--- src/hw/rtl/ose_pkg.sv ---
// Shared definitions for the operand stack engine.
// Holds command and status codes, controller states and sizing constants.
// No dependencies.
package ose_pkg;

    localparam int DEPTH_DEF = 64;
    localparam int WORD_W    = 32;
    localparam int AMT_W     = 7;
    localparam int MAX_EMIT  = 64;

    typedef enum logic [2:0] {
        CMD_PUSH     = 3'd0,
        CMD_POP      = 3'd1,
        CMD_PEEK     = 3'd2,
        CMD_POP_MANY = 3'd3,
        CMD_READ_AT  = 3'd4,
        CMD_STORE_AT = 3'd5,
        CMD_SET_SIZE = 3'd6
    } cmd_t;

    typedef enum logic [2:0] {
        STAT_OK        = 3'd0,
        STAT_OVERFLOW  = 3'd1,
        STAT_UNDERFLOW = 3'd2,
        STAT_BAD_DEPTH = 3'd3,
        STAT_BAD_SIZE  = 3'd4
    } status_t;

    typedef enum logic [1:0] {
        ST_IDLE,
        ST_READ,
        ST_EMIT,
        ST_FILL
    } state_t;

endpackage

--- src/hw/rtl/ose_stack_ram.sv ---
// Word store of the operand stack engine: one write port, one read port.
// Read data is registered and appears in the cycle after the read request.
// Uses ose_pkg for the word width.
module ose_stack_ram
    import ose_pkg::*;
#(
    parameter int DEPTH  = DEPTH_DEF,
    parameter int ADDR_W = $clog2(DEPTH)
)
(
    input  logic                     clk,
    input  logic                     we,
    input  logic [ADDR_W-1:0]        waddr,
    input  logic signed [WORD_W-1:0] wdata,
    input  logic                     re,
    input  logic [ADDR_W-1:0]        raddr,
    output logic signed [WORD_W-1:0] rdata
);

    logic signed [WORD_W-1:0] mem [DEPTH];
    logic signed [WORD_W-1:0] rdata_reg;

    always_ff @(posedge clk)
    begin
        if (we)
        begin
            mem[waddr] <= wdata;
        end
    end

    always_ff @(posedge clk)
    begin
        if (re)
        begin
            rdata_reg <= mem[raddr];
        end
    end

    assign rdata = rdata_reg;

endmodule

--- src/hw/rtl/operand_stack_engine.sv ---
// Top level of the operand stack engine: command decode, stack pointer,
// multi-word sequencing and the result register.
// Uses ose_pkg and ose_stack_ram.
//
// Usage: one command word enters on the input channel (in_valid/in_stall) and
// causes one or more result words on the output channel (out_valid/out_stall).
// Push, store, set size by truncation, discarding pop several, unused codes and
// every failing command give their result in the output register in the cycle
// after acceptance; a new command may follow in the next cycle.
// Pop, peek and read at depth go through the synchronous word memory: the
// read data register, then the output register; input is held off in ST_READ.
// An emitting pop several issues one memory read per cycle and delivers one
// word per cycle unless the receiver stalls, deepest first.
// Set size by growth writes one zero word per cycle, then gives its result.
// The memory ports (one read and one write per cycle) set these figures.
// Reset empties the stack at once; word contents are undefined until written.
// While the receiver stalls, the pending result holds and the block accepts
// no further command until the output register frees.
module operand_stack_engine
    import ose_pkg::*;
#(
    parameter int DEPTH = DEPTH_DEF
)
(
    input  logic                     clk,
    input  logic                     rst_n,
    input  logic                     in_valid,
    output logic                     in_stall,
    input  logic [2:0]               cmd,
    input  logic signed [WORD_W-1:0] value,
    input  logic [AMT_W-1:0]         amount,
    input  logic                     emit_popped,
    output logic                     out_valid,
    input  logic                     out_stall,
    output logic signed [WORD_W-1:0] data,
    output logic [2:0]               status,
    output logic                     last,
    output logic [AMT_W-1:0]         level
);

    localparam int ADDR_W = $clog2(DEPTH);
    localparam int CNT_W  = $clog2(DEPTH + 1);
    localparam int WW     = (CNT_W > AMT_W) ? CNT_W : AMT_W;

    state_t                   state_reg, state_next;
    logic [CNT_W-1:0]         top_reg, top_next;
    logic [CNT_W-1:0]         target_reg, target_next;
    logic [ADDR_W-1:0]        iss_ptr_reg, iss_ptr_next;
    logic [AMT_W-1:0]         iss_left_reg, iss_left_next;
    logic [AMT_W-1:0]         out_left_reg, out_left_next;
    logic                     rd_vld_reg, rd_vld_next;

    logic                     out_valid_reg, out_valid_next;
    logic signed [WORD_W-1:0] data_reg, data_next;
    status_t                  status_reg, status_next;
    logic                     last_reg, last_next;
    logic [AMT_W-1:0]         level_reg, level_next;

    logic                     ram_we;
    logic [ADDR_W-1:0]        ram_waddr;
    logic signed [WORD_W-1:0] ram_wdata;
    logic                     ram_re;
    logic [ADDR_W-1:0]        ram_raddr;
    logic signed [WORD_W-1:0] ram_rdata;

    logic                     out_free;
    logic                     acc;
    logic                     emit_adv;
    logic                     load;
    logic [WW-1:0]            top_w;
    logic [WW-1:0]            amt_w;
    logic [WW-1:0]            top_next_w;
    logic                     full;
    logic                     empty;
    logic                     many_bad;
    logic                     depth_bad;
    logic                     size_bad;
    logic                     emit_go;
    logic                     grow;
    logic [ADDR_W-1:0]        top_addr;
    logic [ADDR_W-1:0]        below_addr;
    logic [ADDR_W-1:0]        depth_addr;

    ose_stack_ram #(
        .DEPTH  (DEPTH),
        .ADDR_W (ADDR_W)
    ) u_ram (
        .clk   (clk),
        .we    (ram_we),
        .waddr (ram_waddr),
        .wdata (ram_wdata),
        .re    (ram_re),
        .raddr (ram_raddr),
        .rdata (ram_rdata)
    );

    assign out_free   = !out_valid_reg || !out_stall;
    assign in_stall   = !((state_reg == ST_IDLE) && out_free);
    assign acc        = in_valid && !in_stall;
    assign emit_adv   = !rd_vld_reg || out_free;

    assign top_w      = WW'(top_reg);
    assign amt_w      = WW'(amount);
    assign full       = (top_w == WW'(DEPTH));
    assign empty      = (top_reg == '0);
    assign many_bad   = (amt_w > top_w) || (amt_w > WW'(MAX_EMIT));
    assign depth_bad  = (amt_w >= top_w);
    assign size_bad   = (amt_w > WW'(DEPTH));
    assign emit_go    = emit_popped && (amount != '0);
    assign grow       = (amt_w >= top_w);
    assign top_addr   = ADDR_W'(top_w);
    assign below_addr = ADDR_W'(top_w - WW'(1));
    assign depth_addr = ADDR_W'(top_w - amt_w - WW'(1));
    assign top_next_w = WW'(top_next);

    // next state
    always_comb
    begin
        state_next = state_reg;
        case (state_reg)
            ST_IDLE:
            begin
                if (acc)
                begin
                    case (cmd)
                        CMD_POP, CMD_PEEK:
                        begin
                            if (!empty)
                            begin
                                state_next = ST_READ;
                            end
                        end
                        CMD_READ_AT:
                        begin
                            if (!depth_bad)
                            begin
                                state_next = ST_READ;
                            end
                        end
                        CMD_POP_MANY:
                        begin
                            if (!many_bad && emit_go)
                            begin
                                state_next = ST_EMIT;
                            end
                        end
                        CMD_SET_SIZE:
                        begin
                            if (!size_bad && grow)
                            begin
                                state_next = ST_FILL;
                            end
                        end
                        default:
                        begin
                            state_next = ST_IDLE;
                        end
                    endcase
                end
            end
            ST_READ:
            begin
                if (out_free)
                begin
                    state_next = ST_IDLE;
                end
            end
            ST_EMIT:
            begin
                if (emit_adv && rd_vld_reg && (out_left_reg == AMT_W'(1)))
                begin
                    state_next = ST_IDLE;
                end
            end
            ST_FILL:
            begin
                if ((top_reg == target_reg) && out_free)
                begin
                    state_next = ST_IDLE;
                end
            end
            default:
            begin
                state_next = ST_IDLE;
            end
        endcase
    end

    // datapath and memory control
    always_comb
    begin
        top_next      = top_reg;
        target_next   = target_reg;
        iss_ptr_next  = iss_ptr_reg;
        iss_left_next = iss_left_reg;
        out_left_next = out_left_reg;
        rd_vld_next   = rd_vld_reg;
        ram_we        = 1'b0;
        ram_waddr     = top_addr;
        ram_wdata     = value;
        ram_re        = 1'b0;
        ram_raddr     = below_addr;
        load          = 1'b0;
        data_next     = '0;
        status_next   = STAT_OK;
        last_next     = 1'b1;

        case (state_reg)
            ST_IDLE:
            begin
                if (acc)
                begin
                    case (cmd)
                        CMD_PUSH:
                        begin
                            load = 1'b1;
                            if (full)
                            begin
                                status_next = STAT_OVERFLOW;
                            end
                            else
                            begin
                                ram_we   = 1'b1;
                                top_next = top_reg + CNT_W'(1);
                            end
                        end
                        CMD_POP:
                        begin
                            if (empty)
                            begin
                                load        = 1'b1;
                                status_next = STAT_UNDERFLOW;
                            end
                            else
                            begin
                                ram_re   = 1'b1;
                                top_next = top_reg - CNT_W'(1);
                            end
                        end
                        CMD_PEEK:
                        begin
                            if (empty)
                            begin
                                load        = 1'b1;
                                status_next = STAT_UNDERFLOW;
                            end
                            else
                            begin
                                ram_re = 1'b1;
                            end
                        end
                        CMD_POP_MANY:
                        begin
                            if (many_bad)
                            begin
                                load        = 1'b1;
                                status_next = STAT_UNDERFLOW;
                            end
                            else
                            begin
                                top_next = CNT_W'(top_w - amt_w);
                                if (emit_go)
                                begin
                                    iss_ptr_next  = ADDR_W'(top_w - amt_w);
                                    iss_left_next = amount;
                                    out_left_next = amount;
                                    rd_vld_next   = 1'b0;
                                end
                                else
                                begin
                                    load = 1'b1;
                                end
                            end
                        end
                        CMD_READ_AT:
                        begin
                            if (depth_bad)
                            begin
                                load        = 1'b1;
                                status_next = STAT_BAD_DEPTH;
                            end
                            else
                            begin
                                ram_re    = 1'b1;
                                ram_raddr = depth_addr;
                            end
                        end
                        CMD_STORE_AT:
                        begin
                            load = 1'b1;
                            if (depth_bad)
                            begin
                                status_next = STAT_BAD_DEPTH;
                            end
                            else
                            begin
                                ram_we    = 1'b1;
                                ram_waddr = depth_addr;
                            end
                        end
                        CMD_SET_SIZE:
                        begin
                            if (size_bad)
                            begin
                                load        = 1'b1;
                                status_next = STAT_BAD_SIZE;
                            end
                            else if (!grow)
                            begin
                                load     = 1'b1;
                                top_next = CNT_W'(amt_w);
                            end
                            else
                            begin
                                target_next = CNT_W'(amt_w);
                            end
                        end
                        default:
                        begin
                            load = 1'b1;
                        end
                    endcase
                end
            end
            ST_READ:
            begin
                if (out_free)
                begin
                    load      = 1'b1;
                    data_next = ram_rdata;
                end
            end
            ST_EMIT:
            begin
                ram_raddr = iss_ptr_reg;
                if (emit_adv)
                begin
                    if (rd_vld_reg)
                    begin
                        load          = 1'b1;
                        data_next     = ram_rdata;
                        last_next     = (out_left_reg == AMT_W'(1));
                        out_left_next = out_left_reg - AMT_W'(1);
                    end
                    if (iss_left_reg != '0)
                    begin
                        ram_re        = 1'b1;
                        iss_ptr_next  = iss_ptr_reg + ADDR_W'(1);
                        iss_left_next = iss_left_reg - AMT_W'(1);
                        rd_vld_next   = 1'b1;
                    end
                    else
                    begin
                        rd_vld_next = 1'b0;
                    end
                end
            end
            ST_FILL:
            begin
                ram_wdata = '0;
                if (top_reg != target_reg)
                begin
                    ram_we   = 1'b1;
                    top_next = top_reg + CNT_W'(1);
                end
                else if (out_free)
                begin
                    load = 1'b1;
                end
            end
            default:
            begin
                load = 1'b0;
            end
        endcase

        level_next = top_next_w[AMT_W-1:0];

        if (load)
        begin
            out_valid_next = 1'b1;
        end
        else
        begin
            out_valid_next = out_valid_reg && out_stall;
        end
    end

    always_ff @(posedge clk or negedge rst_n)
    begin
        if (!rst_n)
        begin
            state_reg     <= ST_IDLE;
            top_reg       <= '0;
            iss_left_reg  <= '0;
            out_left_reg  <= '0;
            rd_vld_reg    <= 1'b0;
            out_valid_reg <= 1'b0;
        end
        else
        begin
            state_reg     <= state_next;
            top_reg       <= top_next;
            iss_left_reg  <= iss_left_next;
            out_left_reg  <= out_left_next;
            rd_vld_reg    <= rd_vld_next;
            out_valid_reg <= out_valid_next;
        end
    end

    always_ff @(posedge clk)
    begin
        target_reg  <= target_next;
        iss_ptr_reg <= iss_ptr_next;
        if (load)
        begin
            data_reg   <= data_next;
            status_reg <= status_next;
            last_reg   <= last_next;
            level_reg  <= level_next;
        end
    end

    assign out_valid = out_valid_reg;
    assign data      = data_reg;
    assign status    = status_reg;
    assign last      = last_reg;
    assign level     = level_reg;

    a_top_bound: assert property (@(posedge clk) disable iff (!rst_n)
        WW'(top_reg) <= WW'(DEPTH))
        else $error("stack pointer beyond depth");

    a_emit_left: assert property (@(posedge clk) disable iff (!rst_n)
        (state_reg == ST_EMIT) |-> (out_left_reg != '0) && (iss_left_reg <= out_left_reg))
        else $error("emit counters inconsistent");

    a_push_grow: assert property (@(posedge clk) disable iff (!rst_n)
        (acc && (cmd == CMD_PUSH) && !full) |=> (top_reg == $past(top_reg) + CNT_W'(1)))
        else $error("push did not advance the stack pointer");

    a_read_out: assert property (@(posedge clk) disable iff (!rst_n)
        ((state_reg == ST_READ) && out_free) |=> (out_valid_reg && (state_reg == ST_IDLE)))
        else $error("read result not delivered");

endmodule
--- config.mk ---
export PLATFORM = sky130hd
export DESIGN_NAME = operand_stack_engine
export DESIGN_NICKNAME = d
export VERILOG_FILES = /design/src/hw/rtl/ose_pkg.sv /design/src/hw/rtl/ose_stack_ram.sv /design/src/hw/rtl/operand_stack_engine.sv
export SDC_FILE = /design/constraint.sdc
export NUM_CORES = 2
export LEC_CHECK = 0
export BUFFER_PORTS_ARGS = -buffer_cell sky130_fd_sc_hd__buf_2
export CORE_MARGIN = 2
export CORE_UTILIZATION = 50
export DETAILED_ROUTE_END_ITERATION = 10
export PLACE_DENSITY_LB_ADDON = 0.15
export SLEW_MARGIN = 20
export SYNTH_ARGS = -nofsm -noshare
export SYNTH_HDL_FRONTEND = slang
export SYNTH_SLANG_ARGS = --single-unit
export TNS_END_PERCENT = 10
--- constraint.sdc ---
create_clock -name clk -period 9.3 [get_ports clk]
set_input_delay 1.86 -clock clk [delete_from_list [all_inputs] [get_ports clk]]
set_output_delay 1.86 -clock clk [all_outputs]
set_load 0.005 [all_outputs]
==> run_results.csv <==
group,metric,value,unit
layout,drive_gt1_frac,0.114,
synthesis,ys_seq_area_frac,0.737,
worst_setup_path,ff2ff_path_depth,14,
synthesis,synth_area_leader_cell,"edfxtp_1",
synthesis,synth_cell_types,80,
floorplanning,io_pins,92,
worst_setup_path,crit_family,"compound AO/OA/AOI/OAI gates",
sta,finalSetupTns,0,ps
sta,tightest_slew,1190,ps
worst_setup_path,crit_path_start,"amount[0]",
global_routing,grt_util_all_layers,0.304,
floorplanning,start_util,0.505,
synthesis,synth.area.top_cells,"edfxtp_1 (73%), nand2_1 (6.8%), nand3_1 (2.9%)",
global_routing,grt_overflow,0,
min_path,hold_path.class,"register to register",
sta,rsz0062_at_grt,"false",
worst_setup_path,crit_path_start_kind,"primary input",
route,drt_first_pass_iters,6,
clock_network,ctsResizeCount,0,
layout,areaGrowthSynthToFinish,12.2,%
sta,fin_crit,6730,ps
route,drcViolationCount,0,
clock_network,clock_path_buffers,3,
synthesis,synth_top_area_share,0.730,
synthesis,syn_nets,6543,
synthesis,ys.flop_type,"edfxtp_1",
sta,fmax,0.149,GHz
clock_network,cts_made_buffers,215,
placement,io_buffers,91,
worst_setup_path,worstSetupPathDepth,15,
synthesis,yosys_warnings,0,
sta,whs,518,ps
sta,hold_viol_final,0,
synthesis,synth-edff-count,2136,
worst_setup_path,slowest_delay,950,ps
sta,relSlewSlack,0.207,
worst_setup_path,crit_end,"u_ram.rdata[24]",
worst_setup_path,path_buf_inv,3,
route,wl_per_cell,30.5,µm
sta,setup_viol_count_final,0,
global_routing,antenna_found_initial,14,
global_routing,grt_pass1_vias,54700,
layout,largest_register_ff_count,2048,
worst_setup_path,critical_path_required,9870,ps
sta,clock_skew,32.5,ps
placement,dpl_cell_area,91800,µm²
route,wl_met3,29500,µm
placement,dp_hpwl,157000,µm
worst_setup_path,crit_path_max_fanout,63,
route,routed_wl,276000,µm
worst_setup_path,r2r-start,"top_reg[1]",
worst_setup_path,cp.arrival,7300,ps
worst_setup_path,crit_path_cell_trace,"buf_2, ha_1, fa_1, ha_1, mux2i_1, o21ai_0, nand3_4, and2_4, buf_12, buf_4, nand3_1, a311oi_1, a21oi_1, a21oi_1, nand2_1",
clock_network,path_clk_slew,60,ps
route,drt-initial-drc-count,8924,
floorplanning,die_w,423,µm
synthesis,yosys.cell_count.top_type,"edfxtp_1",
layout,finalNetCount,6607,
route,wl_met2,127000,µm
global_routing,grt_pass1_wl,394000,µm
route,top_layer,"met5",
sta,post-route-period-util,0.723,
layout,fin_area,98700,µm²
route,vias_per_cell,6.41,
clock_network,htree_levels,4,
clock_network,clock_latency,870,ps
synthesis,synthArstFlopShare,0.0116,
outcome,outcome,"complete, no violations",
global_routing,grt_max_degree,122,
worst_setup_path,end_kind,"register",
synthesis,synthCells,6476,
route,antenna_left,0,
placement,place_congestion,0.889,
sta,report.final.slew_viol_count,0,
job,drv_cap,0,
synthesis,synth.cell_area,87900,µm²
clock_network,postCtsHoldBufs,0,
synthesis,synth-seq-cells,2161,
clock_network,clkSinkCount,2161,
clock_network,cts_tree,"built",
clock_network,post_cts_buffers,0,
floorplanning,core-area,174000,µm²
synthesis,synth_commonest_cells,"edfxtp_1 (2,136), nand2_1 (1,586), nand3_1 (501)",
worst_setup_path,criticalPathCategory,"primary input to register",
route,via_count,58000,
worst_setup_path,cp_slowest_cell,"a21oi_1",
floorplanning,die_h,423,µm
clock_network,cts_root_buf,"clkbuf_16",
worst_setup_path,timing.reg2reg.setup_slack,2820,ps
synthesis,syn_area_per_cell,13.6,µm²
route,wl_met1,112000,µm
worst_setup_path,worstReg2RegEnd,"u_ram.rdata[24]",
floorplanning,dieArea,179000,µm²
floorplanning,row_count,153,
[cell type report]
cell class	instances	area, µm²
tap	2325	2910
inverter	24	90.1
fill	13900	75500
antenna	5	12.5
clock inverter	121	1140
sequential	2161	64800
timing repair buffer	319	2520
multi-input combinational	3819	21600
clock buffer	274	5630
[worst min path at each step]
stage | from | to | slack, ps | depth (start not counted)
after CTS | u_ram.rdata[24] | data[24] | 520 | 1
after floorplan | u_ram.rdata[0] | data[0] | 500 | 1
final | u_ram.rdata[24] | data[24] | 520 | 1
after global placement | u_ram.rdata[24] | data[24] | 510 | 1
after detailed placement | u_ram.rdata[24] | data[24] | 500 | 1
after global routing | u_ram.rdata[22] | data[22] | 540 | 1
[cells in the final DEF (no fill, tap or decap), types with 18 or more instances in the layout]
| master | n |
|---|---|
| clkinv_1 | 53 |
| nor2_4 | 67 |
| mux2i_1 | 78 |
| a211oi_1 | 188 |
| clkbuf_16 | 216 |
| buf_12 | 28 |
| clkinv_2 | 32 |
| a311oi_1 | 274 |
| a31oi_1 | 123 |
| clkbuf_1 | 57 |
| inv_1 | 24 |
| nand2_1 | 1585 |
| nor3_1 | 49 |
| and2_1 | 33 |
| nor2b_4 | 32 |
| and3_1 | 250 |
| ha_1 | 18 |
| o22ai_1 | 38 |
| edfxtp_1 | 2136 |
| buf_2 | 91 |
| nand3_1 | 501 |
| buf_4 | 200 |
| nor2_1 | 69 |
| dfrtp_1 | 25 |
| o21ai_0 | 100 |
| a21oi_1 | 126 |
[cell families after synthesis]
| family | synth area share |
|---|---|
| compound gates | 0.0826 |
| buf+inv | 0.0280 |
| fa+ha+maj | 0.00293 |
| mux | 0.0136 |
| xor+xnor | 0.00299 |
| flops | 0.737 |
| simple gates | 0.133 |
[layer usage]
layer	track usage	vias to the layer above
met4	0.0888	6
li1	-	24700
met5	0	-
met1	0.441	29300
met2	0.467	3561
met3	0.0578	475
[through the flow]
stage                     cells  worst slack, ps  utilization
after floorplan            6476             3170            -
after global placement     8647             1840        0.527
after global routing       9044             2530        0.566
after CTS                  9042             2740        0.566
final                      9048             2570        0.566
after detailed placement   8647             1840        0.527
Power is left out: the tool's default activity adds up to more than one toggle a clock period on the data nets, which glitch-free logic cannot reach.
